$ cat config.mk
export PLATFORM = sky130hd
export DESIGN_NAME = decimal_expansion_with_repetend_flat
export DESIGN_NICKNAME = d
export VERILOG_FILES = /design/src/sv/dexp_pkg.sv /design/src/sv/dexp_if.sv /design/src/sv/dexp_cell.sv /design/src/sv/dexp_divider.sv /design/src/sv/decimal_expansion_with_repetend.sv /design/src/flat_wrapper.sv
export SDC_FILE = /design/constraint.sdc
export NUM_CORES = 2
export LEC_CHECK = 0
export BUFFER_PORTS_ARGS = -buffer_cell sky130_fd_sc_hd__buf_4
export CORE_MARGIN = 2
export CORE_UTILIZATION = 50
export DETAILED_ROUTE_END_ITERATION = 7
export PLACE_DENSITY_LB_ADDON = 0.08
export SLEW_MARGIN = 25
export SYNTH_ARGS = -nofsm -noshare
export SYNTH_HDL_FRONTEND = slang
export SYNTH_SLANG_ARGS = --single-unit
export TNS_END_PERCENT = 50
$ cat constraint.sdc
create_clock -name clk_i -period 32.1 [get_ports clk_i]
set_input_delay 1.605 -clock clk_i [delete_from_list [all_inputs] [get_ports clk_i]]
set_output_delay 1.605 -clock clk_i [all_outputs]
set_load 0.03 [all_outputs]
$ cat src/sv/dexp_pkg.sv
// ----------------------------------------------------------------------------
// dexp_pkg
// Shared types and constants for the decimal expansion block.
// ----------------------------------------------------------------------------
package dexp_pkg;

  localparam int unsigned MaxFracDigits = 32;
  localparam int unsigned LimitW        = 6;
  localparam int unsigned DataW         = 64;

  localparam logic [1:0] StExact   = 2'd0;
  localparam logic [1:0] StPeriod  = 2'd1;
  localparam logic [1:0] StLoss    = 2'd2;
  localparam logic [1:0] StDivZero = 2'd3;

  typedef struct packed {
    logic [DataW-1:0] numerator;
    logic [DataW-1:0] denominator;
  } in_item_t;

  typedef struct packed {
    logic [3:0]        digit;
    logic [DataW-1:0]  quotient;
    logic [1:0]        status;
    logic [LimitW-1:0] period_start;
    logic [LimitW-1:0] digit_count;
    logic              is_last;
  } out_item_t;

  // search request sent along the cell chain
  typedef struct packed {
    logic             load;
    logic [DataW-1:0] value;
  } hist_ctl_t;

endpackage

$ cat src/sv/dexp_if.sv
// ----------------------------------------------------------------------------
// dexp_in_if / dexp_out_if / dexp_cfg_if
// Valid/ready channels of the decimal expansion block.
// ----------------------------------------------------------------------------
interface dexp_in_if;
  logic                valid;
  logic                ready;
  dexp_pkg::in_item_t  payload;
  modport source (output valid, output payload, input ready);
  modport sink   (input valid, input payload, output ready);
endinterface

interface dexp_out_if;
  logic                valid;
  logic                ready;
  dexp_pkg::out_item_t payload;
  modport source (output valid, output payload, input ready);
  modport sink   (input valid, input payload, output ready);
endinterface

interface dexp_cfg_if;
  logic                          valid;
  logic                          ready;
  logic [dexp_pkg::LimitW-1:0]   payload;
  modport source (output valid, output payload, input ready);
  modport sink   (input valid, input payload, output ready);
endinterface

$ cat src/sv/dexp_cell.sv
// ----------------------------------------------------------------------------
// dexp_cell
// One history slot: holds a remainder and compares it against the probe.
// ----------------------------------------------------------------------------
module dexp_cell (
  input  logic                       clk_i,
  input  logic                       rst_ni,
  input  logic                       clear_i,
  input  logic                       shift_i,
  input  logic [dexp_pkg::DataW-1:0] prev_i,
  input  logic                       prev_vld_i,
  input  logic [dexp_pkg::DataW-1:0] probe_i,
  output logic [dexp_pkg::DataW-1:0] val_o,
  output logic                       vld_o,
  output logic                       hit_o
);
  logic [dexp_pkg::DataW-1:0] val_q;
  logic                       vld_q;

  // shift register: newest remainder enters cell 0, oldest moves deeper
  always_ff @(posedge clk_i or negedge rst_ni) begin
    if (!rst_ni) begin
      vld_q <= 1'b0;
    end else if (clear_i) begin
      vld_q <= 1'b0;
    end else if (shift_i) begin
      vld_q <= prev_vld_i;
    end
  end

  always_ff @(posedge clk_i) begin
    if (shift_i) begin
      val_q <= prev_i;
    end
  end

  assign val_o = val_q;
  assign vld_o = vld_q;
  assign hit_o = vld_q && (val_q == probe_i);
endmodule

$ cat src/sv/dexp_divider.sv
// ----------------------------------------------------------------------------
// dexp_divider
// Restoring radix-2 divider, one quotient bit per cycle.
// ----------------------------------------------------------------------------
module dexp_divider (
  input  logic                       clk_i,
  input  logic                       rst_ni,
  input  logic                       start_i,
  input  logic [dexp_pkg::DataW-1:0] num_i,
  input  logic [dexp_pkg::DataW-1:0] den_i,
  output logic                       done_o,
  output logic [dexp_pkg::DataW-1:0] quo_o,
  output logic [dexp_pkg::DataW-1:0] rem_o
);
  localparam int unsigned W = dexp_pkg::DataW;

  logic [W-1:0]         quo_q, den_q;
  logic [W:0]           rem_q;
  logic [$clog2(W):0]   cnt_q;
  logic                 busy_q;
  logic [W:0]           trial;
  logic [W:0]           diff;

  assign trial = {rem_q[W-1:0], quo_q[W-1]};
  assign diff  = trial - {1'b0, den_q};

  always_ff @(posedge clk_i or negedge rst_ni) begin
    if (!rst_ni) begin
      busy_q <= 1'b0;
      cnt_q  <= '0;
      done_o <= 1'b0;
    end else begin
      done_o <= 1'b0;
      if (start_i) begin
        busy_q <= 1'b1;
        cnt_q  <= '0;
      end else if (busy_q) begin
        cnt_q <= cnt_q + ($clog2(W)+1)'(1);
        if (cnt_q == ($clog2(W)+1)'(W - 1)) begin
          busy_q <= 1'b0;
          done_o <= 1'b1;
        end
      end
    end
  end

  always_ff @(posedge clk_i) begin
    if (start_i) begin
      quo_q <= num_i;
      den_q <= den_i;
      rem_q <= '0;
    end else if (busy_q) begin
      if (!diff[W]) begin
        rem_q <= diff;
        quo_q <= {quo_q[W-2:0], 1'b1};
      end else begin
        rem_q <= trial;
        quo_q <= {quo_q[W-2:0], 1'b0};
      end
    end
  end

  assign quo_o = quo_q;
  assign rem_o = rem_q[W-1:0];
endmodule

$ cat src/sv/decimal_expansion_with_repetend.sv
// ----------------------------------------------------------------------------
// decimal_expansion_with_repetend
// Long division of numerator by denominator with repetend detection.
// ----------------------------------------------------------------------------
// Usage: an item on in_if (numerator, denominator) produces one item per
// fraction digit on out_if, then a closing item with is_last set carrying
// the whole part, status, period start and digit count. cfg_if writes the
// fraction digit limit (0 acts as 1, larger values clip to MAX_FRAC_DIGITS).
// The user must see that cfg_if is written only while the block is idle;
// the block itself does not enforce this. Flow: the whole part comes from a
// one-bit-per-cycle divider started at the accepting edge. Each fraction
// digit then passes S_CHECK, which checks the remainder against the history
// cell chain, S_SUB, the subtract loop that removes up to three denominators
// a cycle from ten times the remainder, and S_EMIT, which loads the digit
// into the output register. A final S_CHECK ends the loop and S_CLOSE loads
// the closing item; one item is in work at a time. A zero denominator loads
// its closing item at the accepting edge, a zero numerator loads its digit
// there and its closing item from S_CLOSE.
// The next input item is taken once the closing item has left.
// A stalled receiver holds the output register; the digit loop waits.
// Reset empties the history chain, sets the limit to 32 and leaves idle.
// ----------------------------------------------------------------------------
module decimal_expansion_with_repetend #(
  parameter int unsigned MAX_FRAC_DIGITS = dexp_pkg::MaxFracDigits
) (
  input  logic       clk_i,
  input  logic       rst_ni,
  dexp_in_if.sink    in_if,
  dexp_out_if.source out_if,
  dexp_cfg_if.sink   cfg_if
);
  localparam int unsigned W  = dexp_pkg::DataW;
  localparam int unsigned LW = dexp_pkg::LimitW;
  localparam int unsigned N  = MAX_FRAC_DIGITS;

  localparam logic [2:0] S_IDLE  = 3'd0;
  localparam logic [2:0] S_DIV   = 3'd1;
  localparam logic [2:0] S_CHECK = 3'd2;
  localparam logic [2:0] S_SUB   = 3'd3;
  localparam logic [2:0] S_EMIT  = 3'd4;
  localparam logic [2:0] S_CLOSE = 3'd5;

  logic [2:0]    state_q, state_d;
  logic [LW-1:0] cfg_q, limit;
  logic [W-1:0]  den_q, whole_q;
  logic [W-1:0]  rem_q;
  logic [W+3:0]  acc_q;
  logic [3:0]    dig_q;
  logic [LW-1:0] idx_q, pstart_q;
  logic [1:0]    st_q;
  logic          ovld_q;
  dexp_pkg::out_item_t opay_q, opay_d;

  logic          accept, den_zero, num_zero, load_out;
  logic          div_start, div_done;
  logic [W-1:0]  div_quo, div_rem;
  logic          shift, clear;
  logic [N-1:0]  hit;
  logic [W-1:0]  cval [N+1];
  logic [N:0]    cvld;
  logic          any_hit;
  logic [LW-1:0] hit_pos;
  logic [W+3:0]  sub_a, sub_b;
  logic [W+3:0]  denx;
  logic          out_free;

  assign out_free = !ovld_q || out_if.ready;
  assign cfg_if.ready = 1'b1;
  always_ff @(posedge clk_i or negedge rst_ni) begin
    if (!rst_ni) cfg_q <= LW'(32);
    else if (cfg_if.valid) cfg_q <= cfg_if.payload;
  end
  always_comb begin
    limit = cfg_q;
    if (limit == '0) limit = LW'(1);
    if (limit > LW'(N)) limit = LW'(N);
  end

  assign in_if.ready = (state_q == S_IDLE) && out_free;
  assign accept      = in_if.valid && in_if.ready;
  assign den_zero    = (in_if.payload.denominator == '0);
  assign num_zero    = (in_if.payload.numerator == '0);
  assign div_start   = accept && !den_zero && !num_zero;

  // output register loads on the short cases, each digit and the closing item
  assign load_out = (accept && (den_zero || num_zero)) ||
                    ((state_q == S_EMIT || state_q == S_CLOSE) && out_free);

  dexp_divider u_div (
    .clk_i(clk_i), .rst_ni(rst_ni), .start_i(div_start),
    .num_i(in_if.payload.numerator), .den_i(in_if.payload.denominator),
    .done_o(div_done), .quo_o(div_quo), .rem_o(div_rem)
  );

  // history chain: cell 0 holds the newest recorded remainder, cell k the one recorded k digits before it
  assign cval[0] = rem_q;
  assign cvld[0] = 1'b1;
  assign shift   = (state_q == S_CHECK) && (rem_q != '0) && (idx_q < limit) && !any_hit;
  assign clear   = accept;
  for (genvar k = 0; k < N; k++) begin : g_cell
    dexp_cell u_cell (
      .clk_i(clk_i), .rst_ni(rst_ni), .clear_i(clear), .shift_i(shift),
      .prev_i(cval[k]), .prev_vld_i(cvld[k]), .probe_i(rem_q),
      .val_o(cval[k+1]), .vld_o(cvld[k+1]), .hit_o(hit[k])
    );
  end

  // remainders are unique in history, so at most one cell hits
  always_comb begin
    any_hit = |hit;
    hit_pos = '0;
    for (int k = 0; k < N; k++) begin
      if (hit[k]) hit_pos = LW'(k);
    end
  end

  // radix-4 subtract: each cycle removes up to 3 denominators
  assign denx  = {4'd0, den_q};
  assign sub_b = acc_q - (denx << 1);
  assign sub_a = acc_q - denx;

  always_comb begin
    state_d = state_q;
    unique case (state_q)
      S_IDLE: begin
        if (div_start) state_d = S_DIV;
        else if (accept && !den_zero) state_d = S_CLOSE;
      end
      S_DIV:   if (div_done) state_d = S_CHECK;
      S_CHECK: begin
        if (rem_q == '0 || idx_q >= limit || any_hit) state_d = S_CLOSE;
        else state_d = S_SUB;
      end
      S_SUB:   if (acc_q < denx) state_d = S_EMIT;
      S_EMIT:  if (out_free) state_d = S_CHECK;
      S_CLOSE: if (out_free) state_d = S_IDLE;
      default: state_d = S_IDLE;
    endcase
  end

  always_comb begin
    opay_d = '0;
    if (state_q == S_CLOSE) begin
      opay_d.quotient     = whole_q;
      opay_d.status       = st_q;
      opay_d.period_start = pstart_q;
      opay_d.digit_count  = idx_q;
      opay_d.is_last      = 1'b1;
    end else if (state_q == S_EMIT) begin
      opay_d.digit = dig_q;
    end else if (den_zero) begin
      opay_d.status  = dexp_pkg::StDivZero;
      opay_d.is_last = 1'b1;
    end
  end

  always_ff @(posedge clk_i or negedge rst_ni) begin
    if (!rst_ni) begin
      state_q <= S_IDLE;
      ovld_q  <= 1'b0;
      idx_q   <= '0;
    end else begin
      state_q <= state_d;
      if (load_out) ovld_q <= 1'b1;
      else if (out_if.ready) ovld_q <= 1'b0;
      // a zero numerator counts its single zero digit
      if (accept) idx_q <= (num_zero && !den_zero) ? LW'(1) : '0;
      else if (state_q == S_EMIT && out_free) idx_q <= idx_q + LW'(1);
    end
  end

  always_ff @(posedge clk_i) begin
    if (load_out) opay_q <= opay_d;
    if (accept) begin
      den_q    <= in_if.payload.denominator;
      whole_q  <= '0;
      rem_q    <= '0;
      st_q     <= dexp_pkg::StExact;
      pstart_q <= '0;
    end else if (state_q == S_DIV && div_done) begin
      whole_q <= div_quo;
      rem_q   <= div_rem;
    end else if (state_q == S_CHECK) begin
      acc_q <= {1'b0, rem_q, 3'd0} + {3'd0, rem_q, 1'b0};
      dig_q <= '0;
      if (rem_q == '0) st_q <= dexp_pkg::StExact;
      else if (idx_q >= limit) st_q <= dexp_pkg::StLoss;
      else if (any_hit) begin
        st_q     <= dexp_pkg::StPeriod;
        pstart_q <= idx_q - LW'(1) - hit_pos;
      end
    end else if (state_q == S_SUB && !(acc_q < denx)) begin
      if (!sub_b[W+3] && sub_b >= denx) begin
        acc_q <= sub_b - denx;
        dig_q <= dig_q + 4'd3;
      end else if (!sub_a[W+3] && sub_a >= denx) begin
        acc_q <= sub_b;
        dig_q <= dig_q + 4'd2;
      end else begin
        acc_q <= sub_a;
        dig_q <= dig_q + 4'd1;
      end
    end else if (state_q == S_EMIT && out_free) begin
      rem_q <= acc_q[W-1:0];
    end
  end

  assign out_if.valid   = ovld_q;
  assign out_if.payload = opay_q;

`ifndef NO_ASSERTIONS
  a_stall_hold: assert property (@(posedge clk_i) disable iff (!rst_ni)
    out_if.valid && !out_if.ready |=> out_if.valid && $stable(out_if.payload))
    else $error("output item changed while stalled");
  a_idx_limit: assert property (@(posedge clk_i) disable iff (!rst_ni)
    idx_q <= LW'(N))
    else $error("digit index beyond history depth");
  a_digit_range: assert property (@(posedge clk_i) disable iff (!rst_ni)
    state_q == S_EMIT |-> dig_q <= 4'd9)
    else $error("digit out of range");
  a_hit_onehot: assert property (@(posedge clk_i) disable iff (!rst_ni)
    $onehot0(hit))
    else $error("remainder recorded twice");
`endif
endmodule

$ cat src/flat_wrapper.sv
// flat-port wrapper written by rule: the top's interface ports become plain ports
module decimal_expansion_with_repetend_flat 
#(
  parameter int unsigned MAX_FRAC_DIGITS = dexp_pkg::MaxFracDigits
)
  (clk_i, rst_ni, in_if_valid, in_if_payload, in_if_ready, out_if_valid, out_if_payload, out_if_ready, cfg_if_valid, cfg_if_payload, cfg_if_ready);
  dexp_in_if in_if_i ();
  dexp_out_if out_if_i ();
  dexp_cfg_if cfg_if_i ();
  input  logic clk_i;
  input  logic rst_ni;
  input wire logic [$bits(in_if_i.valid)-1:0] in_if_valid;
  input wire logic [$bits(in_if_i.payload)-1:0] in_if_payload;
  output wire logic [$bits(in_if_i.ready)-1:0] in_if_ready;
  output wire logic [$bits(out_if_i.valid)-1:0] out_if_valid;
  output wire logic [$bits(out_if_i.payload)-1:0] out_if_payload;
  input wire logic [$bits(out_if_i.ready)-1:0] out_if_ready;
  input wire logic [$bits(cfg_if_i.valid)-1:0] cfg_if_valid;
  input wire logic [$bits(cfg_if_i.payload)-1:0] cfg_if_payload;
  output wire logic [$bits(cfg_if_i.ready)-1:0] cfg_if_ready;
  assign in_if_i.valid = in_if_valid;
  assign in_if_i.payload = in_if_payload;
  assign in_if_ready = in_if_i.ready;
  assign out_if_valid = out_if_i.valid;
  assign out_if_payload = out_if_i.payload;
  assign out_if_i.ready = out_if_ready;
  assign cfg_if_i.valid = cfg_if_valid;
  assign cfg_if_i.payload = cfg_if_payload;
  assign cfg_if_ready = cfg_if_i.ready;
  decimal_expansion_with_repetend #(.MAX_FRAC_DIGITS(MAX_FRAC_DIGITS)) u_core (.clk_i(clk_i), .rst_ni(rst_ni), .in_if(in_if_i), .out_if(out_if_i), .cfg_if(cfg_if_i));
endmodule
==> out/results.ini <==
[outcome]
status=finished clean

[clocking]
cts_max_level=5
path_clk_slew_ns=0.06
cts_sinks=2652
cts_buffers=290
clock-root-buffer=clkbuf_16
cts_hold_buf=0
post-cts-setup-buffers=0
clk_latency_ns=0.94
cts_resized=0
cts_tree=done
cts_max_path_buffers=4

[floorplanning]
start_util=0.5035
core_area_um2=259900
ios=225
rows=187
fp.dieW_um=515.6
die_y_um=515.6
dieArea_um2=265900

[critical_path]
worstPathRequired_ns=32.64
rr_worst_depth=16
startpoint=u_core.rem_q[55]
worstSetupStartpointType=flop
r2r-start=u_core.rem_q[55]
reg2reg_to=u_core.g_cell[20].u_cell.val_o[28]
crit_path_end_kind=flop
cp_max_fo=88
worstSetupPathType=reg -> reg
worstPathArrival_ns=10.73
rrSetupSlack_ns=21.91
crit_path_end=u_core.g_cell[20].u_cell.val_o[28]

[finish]
multi_input_area_um2=50020
drive_gt1_frac=0.09632
nNetsFinal=11320
synthToLayoutAreaGrowth_pct=11.96
seqCellArea_um2=77560
fill_cells=21610

[synth]
synth_edf_count=2395
synth_top_area_share=0.5495
synth_cell_types=96
syn_inst=10590
async_flop_share=0.02149
synth-seq-cells=2652
syn-cell-area_um2=130900
yosys_warnings=0
synth_top_cells_by_count=edfxtp_1 (2395), xnor2_1 (1117), xor2_1 (740)
post-synth-top-count-cell=edfxtp_1
syn_area_per_cell_um2=12.36
synth-main-ff-cell=edfxtp_1
ys_seq_area_frac=0.5910
synth_area_leader_cell=edfxtp_1
syn_nets=11130
synth_area_leaders=edfxtp_1 (55%), xnor2_1 (7.5%), xor2_1 (5.0%)

[global_route]
top_usage_layer=met2
met2_usage=0.6361
overflow=0
gr-usage-met1=0.5275
track_usage=0.4195
antenna_found_initial=27
use_met3=0.09901
grt_first_pass_wirelength_um=765900
grt_pass1_vias=92370
grt_max_degree=198

[power_and_ir_drop]
ir_worst_vdd_v=0.00007666
power_switching_mw=8.968
combPwrFrac=0.452
power_leakage_nw=52.08
pwr-share-clk=0.179
p_int_mw=10.59
p_seq_frac=0.369
cellPowerDensity_nw_per_um2=133.5
sw_frac_of_total=0.4586

[sta]
tightestPinTransition_ns=1.267
finalMaxSlewViolations=0
skew_ns=0.06507
final.setup.tns_ns=0
post-route-period-util=0.3174
maxClockFrequency_mhz=98.15
whs_ns=0.4420
min_period_ns=10.19
setup_viol=0
slew_headroom=0.1547
grt_setup_unrepaired=false
timing.final.hold_violations=0

[routing]
drc=0
vias=97970
wl_per_cell_um=39.30
drtIter0Drc=15680
wl_um=570900
ant_nets=0
drt_pass1_iterations=8
viasPerCell=6.743

[place]
hpwl_um=410700
numPortBuffers=223
place_congestion=1.037

[job]
maxCapViolations=0

[hold_path]
hp-class=reg -> reg

[worst max-delay path: stages, from the launching register on]
cell	delay (ns)
dfxtp_4	0.99
inv_1	0.72
o22ai_1	0.30
a221oi_1	0.07
and4_1	0.22
nand4_1	0.09
nor2_1	0.10
nor3b_1	0.74
nand4_1	0.52
nor4_2	1.07
buf_4	0.27
and3_4	0.58
buf_4	0.71
buf_4	0.75
buf_4	0.81
buf_4	0.86
buf_6	0.71
[routing by layer]
metal / vias up / routed length (µm)
met5: - / 166
met4: 22 / 51160
met3: 1832 / 63180
met2: 7188 / 248800
met1: 48900 / 207700
li1: 40030 / -
[worst min-delay path by stage]
stage / start / endpoint / slack (ns) / depth (start not counted)
after global routing: u_core.g_cell[10].u_cell.val_o[58] / u_core.g_cell[11].u_cell.val_o[58] / 0.44 / 0
after floorplan: u_core.g_cell[9].u_cell.val_o[27] / u_core.g_cell[10].u_cell.val_o[27] / 0.43 / 0
after global placement: u_core.g_cell[30].u_cell.val_o[5] / u_core.g_cell[31].u_cell.val_o[5] / 0.43 / 0
final: u_core.g_cell[0].u_cell.val_o[18] / u_core.g_cell[1].u_cell.val_o[18] / 0.44 / 0
after CTS: u_core.g_cell[10].u_cell.val_o[58] / u_core.g_cell[11].u_cell.val_o[58] / 0.44 / 0
after detailed placement: u_core.g_cell[30].u_cell.val_o[5] / u_core.g_cell[31].u_cell.val_o[5] / 0.44 / 0
[flip-flops by register name, summed over array words and instances, names as in the netlist, 6 cells and up]
name,count
u_core.u_div.cnt_q,7
u_core.u_div.rem_q,64
u_core.out_if.payload,83
u_core.u_div.quo_o,64
u_core.den_q,64
u_core.g_cell.u_cell.val_o,2048
u_core.g_cell.u_cell.vld_o,32
u_core.pstart_q,6
u_core.whole_q,64
u_core.idx_q,6
u_core.acc_q,68
u_core.rem_q,64
u_core.u_div.den_q,64
u_core.cfg_q,6
[area by class of cell]
cell class / instances / share of cell area
diodes: 18 / 0.0003074
clock buffers: 372 / 0.05329
clock inverters: 160 / 0.01325
inverters: 405 / 0.01043
multi-input cells: 7014 / 0.3414
flip-flops and latches: 2652 / 0.5293
well taps: 3496 / 0.02985
repair buffers: 412 / 0.02222
[cells in the final DEF, fill, tap and decap left out, drive strengths merged, types with 35 or more instances in the layout]
master / count
nor4: 310
nor3: 117
and2: 105
nand3: 130
o2bb2ai: 69
nor2: 419
o211ai: 47
dfrtp: 56
nand4: 367
nor2b: 63
nand2b: 147
xor2: 740
a21o: 184
o22ai: 160
a311oi: 127
a22o: 45
and3: 67
o2111ai: 53
nand2: 723
o21a: 60
a221oi: 69
inv: 414
a22oi: 47
a211oi: 71
ha: 398
buf: 412
mux2: 77
o21ai: 310
clkbuf: 372
dfxtp: 200
clkinv: 106
xnor2: 1118
mux2i: 35
a21oi: 482
a31oi: 39
o21bai: 54
bufinv: 37
edfxtp: 2395
[metrics by stage]
step	cells	setup slack (ns)	area (µm²)	total power [mW]	util
after CTS	14510	21.54	146300	19.20	0.5629
final	14530	21.91	146500	19.56	0.5637
after floorplan	10590	3.892	130900	13.03	-
after global routing	14510	21.85	146500	20.16	0.5636
after global placement	13970	21.58	136500	15.65	0.5253
after detailed placement	13970	21.56	136600	15.69	0.5254
[cells by family after synthesis]
kind of cell | synth area share
AO/OA/AOI/OAI | 0.1077
XOR/XNOR | 0.1245
adder cells (fa/ha/maj) | 0.03897
buffers and inverters | 0.02801
flip-flops | 0.5910
multiplexers | 0.009302
other | 0.00002865
AND/OR/NAND/NOR | 0.1005
[power by group through the flow]
stage	registers, mW	clock network, mW	logic (mW)
after floorplan	7.15	0	5.88
after global placement	7.15	0	8.50
after detailed placement	7.15	0	8.54
after CTS	7.11	3.51	8.58
after global routing	7.18	3.64	9.35
final	7.22	3.49	8.85
(Power assumes the default switching activity.)
